===== src/rtl/spod_pkg.sv =====
`default_nettype none
// ----------------------------------------------------------------------------
// Sorted pair offload decider package
// Shared widths, reset values, state encodings and the control structs that
// pass between the sorting row, the evaluator and the top level.
// ----------------------------------------------------------------------------
package spod_pkg;

  localparam int unsigned LOAD_W        = 16;
  localparam int unsigned OWN_W         = 6;
  localparam int unsigned ABS_W         = 16;
  localparam int unsigned REL_W         = 17;
  localparam int unsigned TASK_W        = 16;
  localparam int unsigned Q_SHIFT       = 16;
  localparam int unsigned PROD_W        = REL_W + LOAD_W;
  localparam int unsigned CFG_IDX_W     = 3;
  localparam int unsigned CFG_DATA_W    = 17;
  localparam int unsigned DEF_MAX_RANKS = 64;

  localparam logic [OWN_W-1:0] OWN_RANK_RST = '0;
  localparam logic [ABS_W-1:0] MIN_ABS_RST  = ABS_W'(2);
  localparam logic [REL_W-1:0] MIN_REL_RST  = REL_W'(6554);
  localparam logic [REL_W-1:0] FRAC_RST     = REL_W'(32768);

  typedef enum logic [CFG_IDX_W-1:0] {
    CFG_OWN_RANK   = 3'd0,
    CFG_MIN_ABS    = 3'd1,
    CFG_MIN_REL    = 3'd2,
    CFG_FRACTION   = 3'd3,
    CFG_FORCE      = 3'd4
  } cfg_reg_t;

  typedef enum logic [2:0] {
    S_IDLE,
    S_FIND,
    S_PICK,
    S_EVAL,
    S_SKIP
  } ctrl_state_t;

  typedef enum logic [2:0] {
    EV_IDLE,
    EV_MAX,
    EV_CUR,
    EV_FRAC,
    EV_DONE
  } eval_state_t;

  typedef enum logic [1:0] {
    CELL_HOLD,
    CELL_INSERT,
    CELL_ROTATE,
    CELL_CLEAR
  } cell_op_t;

  typedef struct packed {
    cell_op_t          op;
    logic [LOAD_W-1:0] load;
  } cell_ctl_t;

  typedef struct packed {
    logic [ABS_W-1:0] min_abs;
    logic [REL_W-1:0] min_rel;
    logic [REL_W-1:0] fraction;
    logic             force_mig;
  } eval_cfg_t;

  typedef struct packed {
    logic              go;
    logic [LOAD_W-1:0] cur;
    logic [LOAD_W-1:0] other;
    logic [LOAD_W-1:0] lo_load;
    logic [LOAD_W-1:0] hi_load;
    logic              upper_half;
  } eval_req_t;

  typedef struct packed {
    logic              done;
    logic              offload;
    logic [TASK_W-1:0] task_count;
  } eval_res_t;

endpackage
`default_nettype wire


===== src/rtl/spod_eval.sv =====
`default_nettype none
// ----------------------------------------------------------------------------
// Offload evaluator
// Runs the three Q1.16 products through one shared multiplier, one per cycle,
// then applies the imbalance checks and forms the saturated task count.
// ----------------------------------------------------------------------------
module spod_eval (
  input  logic                 clk,
  input  logic                 rst_n,
  input  spod_pkg::eval_cfg_t  cfg,
  input  spod_pkg::eval_req_t  req,
  output spod_pkg::eval_res_t  res
);
  import spod_pkg::*;

  localparam int unsigned QUO_W = PROD_W - Q_SHIFT;

  eval_state_t       state_r, state_nxt;
  logic [REL_W-1:0]  mul_a;
  logic [LOAD_W-1:0] mul_b;
  logic [PROD_W-1:0] prod;
  logic [PROD_W-1:0] pmax_r, pcur_r, pfrac_r;
  logic [LOAD_W-1:0] diff, span, above_min;
  logic              gt, abs_ok, rel_ok, pair_abs_ok, pair_rel_ok, ok;
  logic [QUO_W-1:0]  quo;
  logic [TASK_W-1:0] num;

  assign diff = req.cur - req.other;
  assign prod = PROD_W'(mul_a) * PROD_W'(mul_b);

  always_comb begin
    state_nxt = state_r;
    mul_a     = cfg.min_rel;
    mul_b     = req.hi_load;
    unique case (state_r)
      EV_IDLE: begin
        if (req.go) begin
          state_nxt = EV_MAX;
        end
      end
      EV_MAX: begin
        state_nxt = EV_CUR;
      end
      EV_CUR: begin
        mul_b     = req.cur;
        state_nxt = EV_FRAC;
      end
      EV_FRAC: begin
        mul_a     = cfg.fraction;
        mul_b     = diff;
        state_nxt = EV_DONE;
      end
      EV_DONE: begin
        state_nxt = EV_IDLE;
      end
      default: begin
        state_nxt = EV_IDLE;
      end
    endcase
  end

  always_ff @(posedge clk) begin
    if (!rst_n) begin
      state_r <= EV_IDLE;
    end else begin
      state_r <= state_nxt;
    end
  end

  always_ff @(posedge clk) begin
    if (state_r == EV_MAX) begin
      pmax_r <= prod;
    end
    if (state_r == EV_CUR) begin
      pcur_r <= prod;
    end
    if (state_r == EV_FRAC) begin
      pfrac_r <= prod;
    end
  end

  always_comb begin
    gt          = req.other < req.cur;
    above_min   = req.cur - req.lo_load;
    span        = req.hi_load - req.lo_load;
    abs_ok      = ABS_W'(above_min) >= cfg.min_abs;
    if (req.hi_load == '0) begin
      rel_ok = (cfg.min_rel == '0);
    end else begin
      rel_ok = PROD_W'({span, {Q_SHIFT{1'b0}}}) >= pmax_r;
    end
    pair_abs_ok = !(req.other > req.cur) && (ABS_W'(diff) >= cfg.min_abs);
    pair_rel_ok = gt && (PROD_W'({diff, {Q_SHIFT{1'b0}}}) >= pcur_r);
    ok = cfg.force_mig ||
         (abs_ok && rel_ok && req.upper_half && pair_abs_ok && pair_rel_ok);
    quo = pfrac_r[PROD_W-1:Q_SHIFT];
    if (!gt || quo == '0) begin
      num = TASK_W'(1);
    end else if (|quo[QUO_W-1:TASK_W]) begin
      num = '1;
    end else begin
      num = quo[TASK_W-1:0];
    end
  end

  assign res.done       = (state_r == EV_DONE);
  assign res.offload    = ok;
  assign res.task_count = ok ? num : '0;

endmodule
`default_nettype wire


===== config.mk =====
export PLATFORM = sky130hd
export DESIGN_NAME = spod_eval
export DESIGN_NICKNAME = d
export VERILOG_FILES = /design/src/rtl/spod_pkg.sv /design/src/rtl/spod_eval.sv
export SDC_FILE = /design/constraint.sdc
export NUM_CORES = 1
export LEC_CHECK = 0
export ABC_AREA = 1
export BUFFER_PORTS_ARGS = -buffer_cell sky130_fd_sc_hd__buf_2
export CAP_MARGIN = 10
export CORE_MARGIN = 4
export CORE_UTILIZATION = 55
export DETAILED_ROUTE_END_ITERATION = 7
export PLACE_DENSITY = 0.74
export REMOVE_ABC_BUFFERS = 1
export SYNTH_ARGS = -nofsm -noshare
export SYNTH_HDL_FRONTEND = slang
export SYNTH_SLANG_ARGS = --single-unit

===== constraint.sdc =====
create_clock -name clk -period 12.2 [get_ports clk]
set_input_delay 1.22 -clock clk [delete_from_list [all_inputs] [get_ports clk]]
set_output_delay 1.22 -clock clk [all_outputs]
set_load 0.01 [all_outputs]

==> metrics.yaml, run 1 <==
critical_path:
  cp_num_buf_inv: 8
  worstSetupStartpointType: "register"
  r2r_cells: 29
  cp_top_family: "adder cells"
  r2r-start: "state_r[1]"
  critical_path.most_common_cell: "nand2_1"
  cpMaxStageDelayCell: "nor2_1"
  required_ps: 12230
  reg2reg_setup_slack_ps: 3350
  arrival_ps: 8880
  critPathKind: "register to register"
  path_max_fanout: 38
  crit_path_max_incr_delay_ps: 800
  endpoint_kind: "register"
  regToRegEndpoint: "pmax_r[27]"
grt:
  grt_pass1_vias: 15000
  grt_pass1_wl_mm: 82.2
  grt-ovfl-total: 0
  grt_usage_pct: 31.7
  antenna_found_initial: 0
  grt_max_degree: 44
timing:
  min_period_ps: 8850
  finalSetupTns_ps: 0
  hold_viol: 0
  worstMarginPinSlew_ps: 1060
  grt_setup_unrepaired: "false"
  slew_headroom_pct: 29.1
  setup_viol: 0
  skew_ps: 6.89
  drv_slew: 0
  fmax_mhz: 113
  period_share_pct: 72.5
final_layout:
  synthToLayoutAreaGrowth_pct: 8.46
  diodes: 0
  nets: 2813
  nFillCells: 2642
  final_cell_mix: "inv_1 (496), nand2_1 (399), ha_1 (216)"
  layout_commonest_cell: "inv_1"
  final_area_um2: 18200
  drive_above_1_share_pct: 10.2
die:
  rows: 63
  coreArea_um2: 29900
  dieHeight_um: 183
  dieArea_um2: 33400
  initial_utilization_pct: 56.3
  die_w_um: 183
  pin_count: 137
synthesis:
  ys_seq_area_share_pct: 15.2
  synth_cell_types: 47
  yosysWarnings: 0
  synth_edf_count: 83
  synth_flop_cell: "edfxtp_1"
  syn_area_um2: 16800
  ys_async_sr_fraction_pct: 0
  avgSynthCellArea_um2: 7.84
  synth_cells: 2143
  synth-seq-cells: 86
route:
  vias_per_cell: 5.59
  wl_per_cell_um: 19.9
  first_iter_violations: 1220
  via_count: 14900
  drtPass1Iterations: 5
  route.detailed.drc: 0
  wirelength_mm: 53.0
  ant_nets: 0
place:
  placed_area_um2: 17900
  dp_hpwl_mm: 44.3
  port_buffers: 136
  finalWeightedCongestion: 0.980
clock_tree:
  cts.sinks: 86
  clockBufferDepth: 2
  htree_num_levels: 3
  cts-buffers-inserted: 9
  post_cts_buffers: 0
  cts_hold_buf: 0
  clk_pin_slew_worst_paths_ps: 70
  root_buffer: "clkbuf_16"
  cts_tree: "done"
  clk_latency_ps: 330
  post_cts_resized: 0
worst_hold_path:
  hold_start: "state_r[1]"
  holdCritPathClass: "register to register"
  hold_path_depth: 2
  whs_endpoint: "state_r[0]"
job:
  drv_cap: 0
run_status:
  status: "completed"
registers in the layout (all words and copies together), names as in the netlist:
name,count
pcur_r,33
pfrac_r,17
pmax_r,33
state_r,3
layer usage:
metal  track usage (%)  share of wire, %  up-vias
li1                  -                 -     6891
met1              40.6                39     7162
met5                 0                 0        -
met3              6.01               8.9      141
met4              14.1               5.2        0
met2              52.6                47      680
tightest hold or removal path, cell delays in order, from the launching register on:
cell,delay [ps]
dfxtp_1,360
nor2_1,120
nor3_1,50
per-stage QoR:
step	instances	hold WS, ps	setup WS (ps)	utilization, %
final	2662	578	3350	61.0
after global routing	2662	621	3050	61.0
after CTS	2662	577	3540	61.0
after detailed placement	2646	567	3340	59.9
after global placement	2646	541	3350	59.9
after floorplan	2101	513	4720	-
logic make-up after synthesis:
kind of cell | after synthesis | synth area share (%)
AND/OR/NAND/NOR | 752 | 18.6
buffers and inverters | 559 | 12.9
adder cells (fa/ha/maj) | 427 | 41.2
AO/OA/AOI/OAI | 250 | 8.44
flip-flops | 86 | 15.2
XOR/XNOR | 69 | 3.60
layout make-up:
cell class | instances | area [um2] | share of cell area [%]
well taps | 390 | 488 | 2.68
multi-input cells | 1498 | 12100 | 66.3
clock inverters | 7 | 111 | 0.611
flip-flops and latches | 86 | 2550 | 14.0
inverters | 517 | 1940 | 10.6
repair buffers | 155 | 823 | 4.52
clock buffers | 9 | 225 | 1.24
worst max path at each step:
stage,from,endpoint,cells after the start
4_1_cts,state_r[1],pmax_r[27],29
3_5_place_dp,req[49],pmax_r[21],31
2_1_floorplan,req[49],pcur_r[28],35
5_1_grt,state_r[1],pmax_r[27],29
3_3_place_gp,req[49],pmax_r[27],36
6_report,state_r[1],pmax_r[27],29
Yosys cell counts, types with 2 or more instances:
cell type  number  area [um2]
nand3b_1        3        22.5
o21a_1          6        45.0
nand2_1       399        1500
o21bai_1        6        45.0
nor4_1          4        25.0
o31ai_1         2        15.0
a31oi_1         7        43.8
buf_4           7        52.6
a21boi_0        2        15.0
ha_1          216        2700
buf_2          26         130
nand2_2         7        43.8
o211ai_1        2        15.0
o221ai_1        2        17.5
a21o_1          6        45.0
buf_6           2        22.5
nor2_1        185         694
clkbuf_1        6        22.5
dfxtp_1         3        60.1
and2_1          4        25.0
nand3_1        93         465
o22ai_1         4        25.0
nor2_2         11        68.8
a21oi_2         9        78.8
nor3_1         20         100
inv_1         496        1860
fa_1          211        4220
inv_2          20        75.1
a21oi_1       121         606
or2_1           2        12.5
xor2_1         39         342
nand4_1        20         125
nor2_4          2        22.5
xnor2_1        30         263
o21ai_2         7        61.3
o21ai_1        21         105
edfxtp_1       83        2490
o21ai_0        50         250
Power of run 1 is left out: the tool's default activity adds up to more than one toggle a clock period on the data nets, which glitch-free logic cannot reach.
==> run 2, diff against run 1 <==
- PLACE_DENSITY: 0.74 -> 0.77
- clock period: 12.2 -> 7.1 ns (I/O delays scaled with it)
==> run 2 against run 1 <==
  * Die area stayed put
  * Design area is 14% higher
  * Highest routed layer unchanged
  * Core utilization is 8.7 points higher
  * Largest cell class unchanged
  * First-iteration DRC count is 3.6% higher
  * Wire length is 7.3% higher
  * Non-clock buffer count is 212 higher
  * Register-to-register slack worse by 3100 ps
  * Hold slack worse by 35 ps
  * Sequential cell count stayed put
  * Critical path type is now primary input to register
  * Clock skew is 3.8 ps higher
  * Via count is 8.0% higher
==> metrics.yaml, run 2 (same netlist as run 1, synthesis figures left out) <==
route:
  wl_per_cell_um: 19.8
  drtPass1Iterations: 6
  via_count: 16100
  first_iter_violations: 1264
  wirelength_mm: 56.9
  vias_per_cell: 5.59
  ant_nets: 0
  route.detailed.drc: 0
worst_hold_path:
  holdCritPathClass: "register to register"
critical_path:
  path_max_fanout: 4
  arrival_ps: 7160
  cp_top_family: "adder cells"
  crit_path_max_incr_delay_ps: 560
  endpoint_kind: "register"
  required_ps: 7220
  worstSetupStartpointType: "primary input"
  cp_num_buf_inv: 12
  cpMaxStageDelayCell: "fa_2"
  critPathKind: "primary input to register"
timing:
  worstMarginPinSlew_ps: 834
  min_period_ps: 7030
  drv_slew: 0
  setup_ws_ps: 67.7
  skew_ps: 10.7
  period_share_pct: 99.0
  slew_headroom_pct: 44.3
  finalSetupTns_ps: 0
  hold_viol: 0
  fmax_mhz: 142
  setup_viol: 0
final_layout:
  drive_above_1_share_pct: 24.1
  final_cell_mix: "inv_1 (480), nand2_1 (362), buf_4 (218)"
  layout_commonest_cell: "inv_1"
  final_area_um2: 20800
  final_core_util_pct: 69.7
  top_regs: "pcur_r x33, pmax_r x33, pfrac_r x17"
  synthToLayoutAreaGrowth_pct: 24.0
  diodes: 0
  nets: 3027
grt:
  antenna_found_initial: 0
  grt-ovfl-total: 0
  grt_pass1_wl_mm: 85.0
  grt_usage_pct: 32.8
  grt_pass1_vias: 15900
  grt_max_degree: 35
clock_tree:
  root_buffer: "clkbuf_16"
  clockBufferDepth: 2
  clk_latency_ps: 350
  cts_tree: "done"
  clk_pin_slew_worst_paths_ps: 70
  cts-buffers-inserted: 9
  htree_num_levels: 3
  cts.sinks: 86
  cts_hold_buf: 0
place:
  pre_cts_ws_ps: -732
  placed_area_um2: 19400
  port_buffers: 136
  dp_hpwl_mm: 47.1
  finalWeightedCongestion: 0.995
die:
  dieHeight_um: 183
  pin_count: 137
  dieArea_um2: 33400
  coreArea_um2: 29900
  rows: 63
  initial_utilization_pct: 56.3
  die_w_um: 183
run_status:
  status: "completed"
job:
  drv_cap: 0
run 2: cell count changes in the layout (fill, tap and decap cells not counted), sizes merged:
cell,before,now
nor2,198,199
bufinv,2,1
clkinvlp,0,1
clkinv,1,4
buf,155,367
inv,521,518
run 2: layer usage:
| metal | global-route usage, % | vias up | part of all wire (%) |
|---|---|---|---|
| met5 | 0 | - | 0 |
| met4 | 13.7 | 0 | 5.6 |
| met3 | 5.02 | 173 | 9.4 |
| met2 | 56.3 | 852 | 49 |
| met1 | 41.7 | 7710 | 36 |
| li1 | - | 7328 | - |
run 2: what timing repair did:
action,CTS,global route
endpoints found under the setup margin,52,61
cloned,0,2
buffers inserted,2,16
gates resized for setup,26,189
pin swaps,7,61
run 2: stage by stage:
| stage | cells | hold slack (ps) |
|---|---|---|
| 2_1_floorplan | 2101 | 513 |
| 3_3_place_gp | 2840 | 475 |
| 5_1_grt | 2875 | 581 |
| 4_1_cts | 2857 | 501 |
| 3_5_place_dp | 2840 | 490 |
| 6_report | 2875 | 543 |
run 2: path summary, 6_finish.rpt:
| kind | from | end | slack (ps) | cells past startpoint |
|---|---|---|---|---|
| setup reg to reg | state_r[1] | pcur_r[32] | 220 | 25 |
| hold / removal | state_r[0] | state_r[2] | 540 | 2 |
| hold reg to reg | state_r[0] | state_r[2] | 540 | 2 |
| setup / recovery | req[49] | pfrac_r[25] | 70 | 37 |
run 2: area by class of cell:
type	instances	area, um2
multi-input cells	1499	13000
fillers	2383	9040
flip-flops and latches	86	2550
repair buffers	367	2530
inverters	517	1960
well taps	390	488
clock buffers	9	225
clock inverters	6	71.3
repair inverters	1	6.26
run 2: worst min-delay path, stage by stage, from the launching register on:
cell and delay [ps]:
dfxtp_1 320, nand2_2 110, nor2_1 70
Power of run 2 is left out for the same reason.
