**src/rtl/spod_pkg.sv**
```systemverilog
`default_nettype none
// ----------------------------------------------------------------------------
// Sorted pair offload decider package
// Shared widths, reset values, state encodings and the control structs that
// pass between the sorting row, the evaluator and the top level.
// ----------------------------------------------------------------------------
package spod_pkg;

  localparam int unsigned LOAD_W        = 16;
  localparam int unsigned OWN_W         = 6;
  localparam int unsigned ABS_W         = 16;
  localparam int unsigned REL_W         = 17;
  localparam int unsigned TASK_W        = 16;
  localparam int unsigned Q_SHIFT       = 16;
  localparam int unsigned PROD_W        = REL_W + LOAD_W;
  localparam int unsigned CFG_IDX_W     = 3;
  localparam int unsigned CFG_DATA_W    = 17;
  localparam int unsigned DEF_MAX_RANKS = 64;

  localparam logic [OWN_W-1:0] OWN_RANK_RST = '0;
  localparam logic [ABS_W-1:0] MIN_ABS_RST  = ABS_W'(2);
  localparam logic [REL_W-1:0] MIN_REL_RST  = REL_W'(6554);
  localparam logic [REL_W-1:0] FRAC_RST     = REL_W'(32768);

  typedef enum logic [CFG_IDX_W-1:0] {
    CFG_OWN_RANK   = 3'd0,
    CFG_MIN_ABS    = 3'd1,
    CFG_MIN_REL    = 3'd2,
    CFG_FRACTION   = 3'd3,
    CFG_FORCE      = 3'd4
  } cfg_reg_t;

  typedef enum logic [2:0] {
    S_IDLE,
    S_FIND,
    S_PICK,
    S_EVAL,
    S_SKIP
  } ctrl_state_t;

  typedef enum logic [2:0] {
    EV_IDLE,
    EV_MAX,
    EV_CUR,
    EV_FRAC,
    EV_DONE
  } eval_state_t;

  typedef enum logic [1:0] {
    CELL_HOLD,
    CELL_INSERT,
    CELL_ROTATE,
    CELL_CLEAR
  } cell_op_t;

  typedef struct packed {
    cell_op_t          op;
    logic [LOAD_W-1:0] load;
  } cell_ctl_t;

  typedef struct packed {
    logic [ABS_W-1:0] min_abs;
    logic [REL_W-1:0] min_rel;
    logic [REL_W-1:0] fraction;
    logic             force_mig;
  } eval_cfg_t;

  typedef struct packed {
    logic              go;
    logic [LOAD_W-1:0] cur;
    logic [LOAD_W-1:0] other;
    logic [LOAD_W-1:0] lo_load;
    logic [LOAD_W-1:0] hi_load;
    logic              upper_half;
  } eval_req_t;

  typedef struct packed {
    logic              done;
    logic              offload;
    logic [TASK_W-1:0] task_count;
  } eval_res_t;

endpackage
`default_nettype wire

```
**src/rtl/spod_cell.sv**
```systemverilog
`default_nettype none
// ----------------------------------------------------------------------------
// Sorting row cell
// Holds one load with its rank index. On insert it keeps its entry, takes the
// new one or takes its left neighbor's, so the row stays sorted ascending.
// On rotate it takes its right neighbor's entry, wrapping to the head.
// ----------------------------------------------------------------------------
module spod_cell #(
  parameter int unsigned RANK_W = 6,
  parameter int unsigned CNT_W  = 7,
  parameter int unsigned IDX    = 0
) (
  input  logic                           clk,
  input  logic                           rst_n,
  input  spod_pkg::cell_ctl_t            ctl,
  input  logic [RANK_W-1:0]              new_rank,
  input  logic [CNT_W-1:0]               last_idx,
  input  logic [spod_pkg::LOAD_W-1:0]    left_load,
  input  logic [RANK_W-1:0]              left_rank,
  input  logic                           left_valid,
  input  logic                           left_keep,
  input  logic [spod_pkg::LOAD_W-1:0]    right_load,
  input  logic [RANK_W-1:0]              right_rank,
  input  logic                           right_valid,
  input  logic [spod_pkg::LOAD_W-1:0]    head_load,
  input  logic [RANK_W-1:0]              head_rank,
  input  logic                           head_valid,
  output logic [spod_pkg::LOAD_W-1:0]    load,
  output logic [RANK_W-1:0]              rank,
  output logic                           valid,
  output logic                           keep
);
  import spod_pkg::*;

  logic [LOAD_W-1:0] load_r, load_nxt;
  logic [RANK_W-1:0] rank_r, rank_nxt;
  logic              valid_r, valid_nxt;
  logic              wrap;

  assign keep = valid_r && (load_r <= ctl.load);
  assign wrap = (CNT_W'(IDX) == last_idx);

  always_comb begin
    load_nxt  = load_r;
    rank_nxt  = rank_r;
    valid_nxt = valid_r;
    unique case (ctl.op)
      CELL_HOLD: begin
      end
      CELL_INSERT: begin
        if (!keep) begin
          if (left_keep) begin
            load_nxt  = ctl.load;
            rank_nxt  = new_rank;
            valid_nxt = 1'b1;
          end else begin
            load_nxt  = left_load;
            rank_nxt  = left_rank;
            valid_nxt = left_valid;
          end
        end
      end
      CELL_ROTATE: begin
        if (wrap) begin
          load_nxt  = head_load;
          rank_nxt  = head_rank;
          valid_nxt = head_valid;
        end else begin
          load_nxt  = right_load;
          rank_nxt  = right_rank;
          valid_nxt = right_valid;
        end
      end
      CELL_CLEAR: begin
        valid_nxt = 1'b0;
      end
      default: begin
      end
    endcase
  end

  always_ff @(posedge clk) begin
    if (!rst_n) begin
      valid_r <= 1'b0;
    end else begin
      valid_r <= valid_nxt;
    end
  end

  always_ff @(posedge clk) begin
    load_r <= load_nxt;
    rank_r <= rank_nxt;
  end

  assign load  = load_r;
  assign rank  = rank_r;
  assign valid = valid_r;

endmodule
`default_nettype wire

```
**config.mk**
```make
export PLATFORM = sky130hd
export DESIGN_NAME = spod_cell
export DESIGN_NICKNAME = d
export VERILOG_FILES = /design/src/rtl/spod_pkg.sv /design/src/rtl/spod_cell.sv
export SDC_FILE = /design/constraint.sdc
export NUM_CORES = 1
export LEC_CHECK = 0
export ABC_AREA = 1
export CAP_MARGIN = 20
export CORE_AREA = 2 2 57 99
export DETAILED_ROUTE_END_ITERATION = 6
export DIE_AREA = 0 0 59 101
export DONT_BUFFER_PORTS = 1
export REMOVE_ABC_BUFFERS = 1
export SKIP_LAST_GASP = 1
export SYNTH_ARGS = -nofsm -noshare
export SYNTH_HDL_FRONTEND = slang
export SYNTH_SLANG_ARGS = --single-unit
```
**constraint.sdc**
```tcl
create_clock -name clk -period 3.2 [get_ports clk]
set_input_delay 0.64 -clock clk [delete_from_list [all_inputs] [get_ports clk]]
set_output_delay 0.64 -clock clk [all_outputs]
set_load 0.03 [all_outputs]
```
==> results of run 1 <==
## worst min path at each step
stage,endpoint,cells after the start
after global routing,valid,4
after floorplan,valid,4
after CTS,valid,4
after global placement,valid,4
after detailed placement,valid,4
final,valid,4
## metrics by stage
| step | hold slack, ns | cell area (um^2) | total power [mW] |
|---|---|---|---|
| finish | 0.555 | 1940 | 0.777 |
| global route | 0.573 | 1940 | 0.823 |
| CTS | 0.553 | 1940 | 0.787 |
| detailed placement | 0.749 | 1900 | 0.594 |
| global placement | 0.750 | 1880 | 0.588 |
| floorplan | 0.701 | 1810 | 0.553 |
## cell usage after synthesis
library cell and instances:
nor2_1 75, inv_1 28, nand2_1 25, o21ai_0 23, edfxtp_1 22, o32ai_1 22
ha_1 16, buf_2 11, a21oi_1 5, o21ai_1 4, nand3_1 3, inv_2 2
nand4_1 2, nor2_4 2, a21o_1 1, clkbuf_1 1, dfxtp_1 1, nand3b_1 1
nor2_2 1, nor3_1 1, nor3_2 1
## flip-flops by register name, indices dropped and copies added (netlist names)
register,cells
rank,6
load,16
valid,1
## power by group
| part | total, mW | internal [mW] | leakage, nW | switching (mW) |
|---|---|---|---|---|
| combinational | 0.146 | 0.0592 | 0.580 | 0.0871 |
| sequential | 0.438 | 0.368 | 0.221 | 0.0700 |
| clock | 0.193 | 0.0892 | 0.0228 | 0.104 |
| total | 0.777 | 0.516 | 0.824 | 0.261 |
## area by class of cell
class	count	area share
Clock buffer	4	0.0232
Inverter	30	0.0580
Multi-Input combinational cell	182	0.525
Sequential cell	23	0.351
Tap cell	55	0.0355
Timing Repair Buffer	1	0.00774
## critical path, stage by stage, from the launching register on
cell      delay [ns]
edfxtp_1        0.56
ha_1            0.38
nand2_1         0.09
nor3_2          0.24
nand4_1         0.11
nand2_1         0.10
nand2_1         0.07
inv_1           0.23
## routing by layer
| layer | GRT usage | up-vias | share of wire |
|---|---|---|---|
| met5 | 0 | - | 0 |
| met4 | 0.0559 | 0 | 0.017 |
| met3 | 0.0295 | 7 | 0.055 |
| met2 | 0.314 | 73 | 0.54 |
| met1 | 0.182 | 789 | 0.39 |
| li1 | - | 834 | - |
## logic make-up (layout without fill, tap and decap cells)
group / after synthesis / count (layout) / share of synthesized area
buf+inv: 42 / 35 / 0.0918
simple gates: 111 / 111 / 0.243
compound gates: 55 / 55 / 0.193
fa+ha+maj: 16 / 16 / 0.107
flops: 23 / 23 / 0.365
==> impl_results.md, run 1 <==
- Run status: complete, no violations
- Area grow syn2layout: 3.95%
- Clock Latency Late Sink: 0.27 ns
- Crit path DAT: 2.04 ns
- Leading area contributor after synthesis: edfxtp_1
- Drt wl/cell: 17.5 um
- Reg2reg end: load[6]
- Final wirelength: 5160 um
- Setup_tns: 0 ns
- Clock Skew: around 0.0061 ns
- Max Slew Vio Count: 0
- Total GRT Usage: 0.168
- Yosys reg bits: 23
- Crit. Startpoint: load[15]
- R2R setup slack: 0.78 ns
- Via count: 1703
- Dpl hpwl: 3820 um
- Die Footprint: 5960 um^2
- Worst Hold Class: in -> reg
- Cts bufs inserted: 3
- Peak VDD IR: around 0.16 mV
- Commonest cells after routing, fill and taps aside: nor2_1 (75), inv_1 (28), nand2_1 (25)
- Filler Cell Count: 544
- Die height: 101 um
- Pin count of the biggest net entering global routing: 46
- Layout cells sized above 1: 0.0458
- Critical Path End Type: output pin
- Max cap viols: 0
- Total gr overflow: 0
- Final worst path period need: 2.68 ns
- Commonest non-fill, non-tap cell in the layout: nor2_1
- Via density: ~5.8
- R2r startpoint: load[15]
- Crit path launch type: flip-flop
- Clock slew at reported path FFs: 0.09 ns
- CTS tree: done
- Root buf cell: clkbuf_8
- Post-Synthesis Cell Area: around 1900 um^2
- Worst-path maximum fanout: 3
- Largest cells by area after synthesis: edfxtp_1 (35%), nor2_1 (15%), ha_1 (11%)
- RSZ-0062 raised after global routing: no
- CP Class: reg -> out
- Period utilization: 0.838
- Final hold vios: 0
- Avg Cell Area, Syn: 7.56 um^2
- Required @ worst endpoint: 2.56 ns
- Mapped Cells: 247
- # nets final: 360
- Number of diodes: 0
- Yosys cell types: 21
- GP Congestion: 0.751
- Die width: 59 um
- DRT antenna net count: 0
- Max-slew headroom: 0.431
- Initial antenna violation count: 0
- Syn. warnings: 0
- Top cell type's share of synthesized area: 0.354
- Layout Cells excl Fill: 295
- IO Count: 127
- Hold Path Origin: rst_n
- Multi-input logic area: 1020 um^2
- Reg2Reg Depth: 10
- Drt drc: 0
- # setup viols final: 0
- Fin util: 0.376
- Wire length of the first global-routing pass: 7600 um
- Site row count: 35
- Initial DRC Count: 36
- Drt first pass iters: 4
- Initial Util: 0.361
- Core area: 5170 um^2
- Power per cell area: about 400 nW/um^2
- DP Cell Count: 291
- Buffers inserted by post-CTS timing repair: 0
- Sequential element share of the synthesized area: 0.365
- Max Freq: roughly 370 MHz
- Clock sinks: 23
- Leakage power: 0.824 nW
- Final WS setup: ~0.52 ns
- Clock buffer depth: 2
- Register area: 681 um^2
- Vias in the first global route: 1598
- Pin slew with the least headroom to its limit: about 0.85 ns
- Pre-CTS setup slack: 0.711 ns
- # hold bufs at CTS: 0
- CP Capture Point: keep
- PostCTS Resize Cnt: 0
- H-Tree Depth: 1
- # port buffers: 0
No activity file was read; power rests on OpenSTA's default activity.
==> run 2: changes to the inputs <==
Clock period 3.2 ns to 2.5 ns, I/O delays scaled along.
==> run 2 against run 1 <==
Final area grew 8.0%; register-to-register slack lost 0.28 ns; sequential share of layout area shrank 2.6 points; first-iteration DRC count shrank 39%; non-clock buffer count grew 20; worst setup slack lost 0.30 ns; routed wire length shrank 2.5%; combinational power grew 87%; flip-flop and latch count is the same; largest cell class unchanged; highest routed layer unchanged.
==> impl_results.md, run 2 (synthesis gave the netlist of run 1 again) <==
- Site row count: 35
- Layout Cells excl Fill: 315
- Area grow syn2layout: 12.3%
- Initial antenna violation count: 0
- Root buf cell: clkbuf_8
- Fin util: 0.406
- R2r startpoint: load[14]
- Max cap viols: 0
- Final worst path period need: around 2.3 ns
- Pin count of the biggest net entering global routing: 25
- R2R setup slack: 0.50 ns
- Clock sinks: 23
- # hold bufs at CTS: 0
- Via count: roughly 1700
- Commonest cells after routing, fill and taps aside: nor2_1 (75), inv_1 (27), nand2_1 (25)
- Worst-path maximum fanout: 2
- Crit path DAT: 1.78 ns
- Vias in the first global route: 1576
- # setup viols final: 0
- Clock buffer depth: 2
- Reg2reg end: rank[1]
- Via density: 5.54
- Run status: complete, no violations
- Drt wl/cell: 16.0 um
- Pin slew with the least headroom to its limit: 0.491 ns
- Leakage power: 0.921 nW
- Commonest non-fill, non-tap cell in the layout: nor2_1
- Max Slew Vio Count: 0
- Wire length of the first global-routing pass: 7290 um
- Final instance area: 2100 um^2
- Initial DRC Count: 22
- IO Count: roughly 130
- Total GRT Usage: 0.163
- Clock slew at reported path FFs: 0.09 ns
- Period utilization: 0.912
- Max-slew headroom: 0.672
- Max reg flops: 16
- Final WS setup: 0.220 ns
- Reg2Reg Depth: 10
- Critical Path End Type: output pin
- # port buffers: 0
- Layout cells sized above 1: 0.123
- Hold endpoint: valid
- Drt drc: 0
- H-Tree Depth: 1
- CTS tree: done
- DP Cell Count: 311
- Drt first pass iters: 4
- DRT antenna net count: 0
- Number of diodes: 0
- Hold Path Origin: rst_n
- Final hold vios: 0
- Hold path cells: 4
- Die width: a little under 60 um
- Cts bufs inserted: 3
- Power per cell area: 485 nW/um^2
- Required @ worst endpoint: ~2.0 ns
- Initial Util: 0.361
- Buffers inserted by post-CTS timing repair: 0
- Die Footprint: just under 6000 um^2
- Max Freq: 439 MHz
- Clock Skew: between 0.005 and 0.006 ns
- Worst Hold Class: in -> reg
- Final wirelength: 5040 um
- Total gr overflow: 0
- # nets final: 380
- Clock Latency Late Sink: 0.26 ns
- GP Congestion: 0.765
- RSZ-0062 raised after global routing: no
- CP Class: reg -> out
- Core area: 5170 um^2
- Peak VDD IR: roughly 0.25 mV
- Area post-placement: 2050 um^2
- Dpl hpwl: 3980 um
- Crit path launch type: flip-flop
- Pre-CTS setup slack: 0.300 ns
- Die height: 101 um
[run 2: cell types whose count changed in the layout (fill, tap and decap cells not counted), sizes merged]
| cell | before | now |
|---|---|---|
| buf | 1 | 21 |
[run 2: layout make-up]
class	count	area [um^2]
fillers	556	3070
inverters	30	113
multi-input cells	182	1020
well taps	55	68.8
repair buffers	21	170
clock buffers	4	45.0
flip-flops and latches	23	681
[run 2: report_power, final]
group	internal [mW]	switching [mW]	total [mW]
combinational	0.108	0.165	0.273
sequential	0.469	0.0395	0.509
clock	0.114	0.120	0.234
total	0.691	0.325	1.02
[run 2: how the worst max path moves through the flow]
stage	from	endpoint	slack (ns)	cells past startpoint
floorplan	load[7]	load[0]	-0.15	10
global placement	ctl[11]	keep	0.30	9
detailed placement	ctl[13]	keep	0.30	11
CTS	load[13]	keep	0.12	10
global route	load[13]	keep	0.02	10
finish	load[13]	keep	0.22	10
[run 2: worst max-delay path: stages (launching register included)]
cell and delay (ns):
edfxtp_1 0.42, ha_1 0.31, nand2_1 0.06, inv_1 0.03
nor2_1 0.07, o21ai_0 0.07, a21oi_1 0.16, nand2_1 0.07
nand2_1 0.08, nand2_1 0.08, inv_2 0.15
[run 2: what timing repair did]
item                       in CTS  in global routing
hold endpoints to repair        0                  0
gates resized for setup         0                  1
setup endpoints to repair       0                  1
[run 2: metal layers]
| layer | track usage | vias to the layer above | part of all wire |
|---|---|---|---|
| li1 | - | 872 | - |
| met1 | 0.192 | 799 | 0.39 |
| met2 | 0.296 | 71 | 0.55 |
| met3 | 0.0180 | 2 | 0.052 |
| met4 | 0.0577 | 0 | 0.011 |
| met5 | 0 | - | 0 |
[run 2: stage by stage]
stage	TNS, ns	hold WS [ns]	total power, mW
floorplan	-3.32	0.677	0.708
global placement	0	0.689	0.791
detailed placement	0	0.693	0.795
CTS	0	0.416	1.03
global route	0	0.429	1.09
finish	0	0.419	1.02
==> run 3: changes to the inputs <==
Settings changed: CORE_AREA 2 2 57 99 to 2 2 75 77, DIE_AREA 0 0 59 101 to 0 0 77 79, TNS_END_PERCENT from default to 10.
==> run 3 against run 2 <==
Register-to-register slack is essentially flat; via count is 2.7% higher; count of clock-buffer cells in the layout down 1; final area is 2.0% higher; clock skew decreased by 0.0022 ns; power increased by 2.0%; sequential power about the same; die area up 2.1%; largest power group unchanged.
==> impl_results.md, run 3 (synthesis gave the netlist of run 1 again) <==
- Run status: complete, no violations
- Initial Util: 0.350
- Total GRT Usage: 0.169
- Max Slew Vio Count: 0
- Peak VDD IR: 0.179 mV
- Vias in the first global route: between 1500 and 2000
- Clock slew at reported path FFs: 0.09 ns
- Drt wl/cell: 15.7 um
- Max-slew headroom: 0.689
- Layout cells sized above 1: 0.135
- Worst-path maximum fanout: 3
- Crit path DAT: roughly 1.8 ns
- Site row count: 27
- Drt drc: 0
- Pin count of the biggest net entering global routing: 46
- # port buffers: 0
- Number of diodes: 0
- # setup viols final: 0
- Via density: 5.39
- Final wirelength: 5200 um
- Setup_tns: 0 ns
- Die Footprint: 6080 um^2
- Wire length of the first global-routing pass: 8170 um
- Cts bufs inserted: 3
- Root buf cell: clkbuf_8
- Total gr overflow: 0
- Die height: 79 um
- Total power: 1.04 mW
- Area grow syn2layout: 14.5%
- Max cap viols: 0
- Core area: 5340 um^2
- Max reg flops: 16
- Dpl hpwl: 3810 um
- Period utilization: 0.915
- Commonest non-fill, non-tap cell in the layout: nor2_1
- H-Tree Depth: 1
- Clock buffer depth: 2
- DP Cell Count: 327
- Fin util: 0.400
- Clock sinks: 23
- Layout Cells excl Fill: 332
- Via count: 1791
- Initial antenna violation count: 0
- Critical Path End Type: output pin
- DRT antenna net count: 0
- Power per cell area: 485 nW/um^2
- CTS tree: done
- Final hold vios: 0
- Commonest cells after routing, fill and taps aside: nor2_1 (74), inv_1 (27), nand2_1 (25)
- Drt first pass iters: 4
- Pre-CTS setup slack: about 0.30 ns
- Crit path launch type: flip-flop
- Final WS setup: between 0.2 and 0.25 ns
- Final worst path period need: 2.29 ns
- # nets final: 380
- Clock Latency Late Sink: 0.27 ns
- Max Freq: 437 MHz
- Clock Skew: 0.00296 ns
- Initial DRC Count: 56
- IO Count: ~130
- Pin slew with the least headroom to its limit: 0.466 ns
- Required @ worst endpoint: ~2 ns
- CP Class: reg -> out
- Leakage power: ~0.93 nW
- Die width: between 70 and 80 um
- GP Congestion: about 0.75
- Worst Hold Class: in -> reg
- RSZ-0062 raised after global routing: no
[run 3: cell count changes in the layout (fill, tap and decap cells not counted)]
cell,previous run,this run
a21oi_1,5,4
a21oi_2,0,1
nor2_2,1,2
clkinv_2,0,1
clkbuf_1,1,0
buf_12,1,2
buf_4,20,19
nor2_1,75,74
[run 3: report_power, final]
| group | total [mW] | switching (mW) | internal, mW |
|---|---|---|---|
| logic | 0.283 | 0.171 | 0.112 |
| registers | 0.508 | 0.0383 | 0.469 |
| clock network | 0.246 | 0.134 | 0.112 |
[run 3: final timing paths]
check | depth (start not counted) | to | slack (ns) | start
hold reg to reg | 4 | valid | 0.75 | valid
setup / recovery | 10 | keep | 0.21 | load[7]
hold / removal | 4 | valid | 0.41 | rst_n
setup reg to reg | 12 | load[9] | 0.49 | load[7]
[run 3: per-stage QoR]
| stage | area, um^2 | hold WS [ns] |
|---|---|---|
| final | 2140 | 0.411 |
| after global routing | 2140 | 0.457 |
| after CTS | 2120 | 0.403 |
| after detailed placement | 2080 | 0.692 |
| after global placement | 2080 | 0.690 |
| after floorplan | 1810 | 0.677 |
[run 3: final cells by class]
cell class | count | area, um^2
fillers | 581 | 3200
multi-input cells | 182 | 1020
flip-flops and latches | 23 | 681
repair buffers | 21 | 183
inverters | 30 | 113
well taps | 72 | 90.1
clock buffers | 3 | 41.3
clock inverters | 1 | 5.00
[run 3: critical path, cell delays in order, from the launching register on]
cell and delay (ns):
edfxtp_1 0.40, ha_1 0.31, nand2_1 0.12, nor2_1 0.07
nor2_2 0.13, nand2_1 0.07, nand2_1 0.05, nand2_1 0.04
nand2_1 0.08, nand2_1 0.08, inv_2 0.15
[run 3: timing repair]
action | 4_1_cts | 5_1_grt
setup buffers | 0 | 1
hold buffers | 0 | 0
resized for setup | 0 | 3
endpoints found under the setup margin | 0 | 1
[run 3: metal layers]
layer  vias up  share of wire  GRT usage
met5         -              0          0
li1        873              -          -
met4         0          0.016     0.0679
met2        77           0.48      0.296
met1       833           0.43      0.203
met3         8          0.072     0.0341
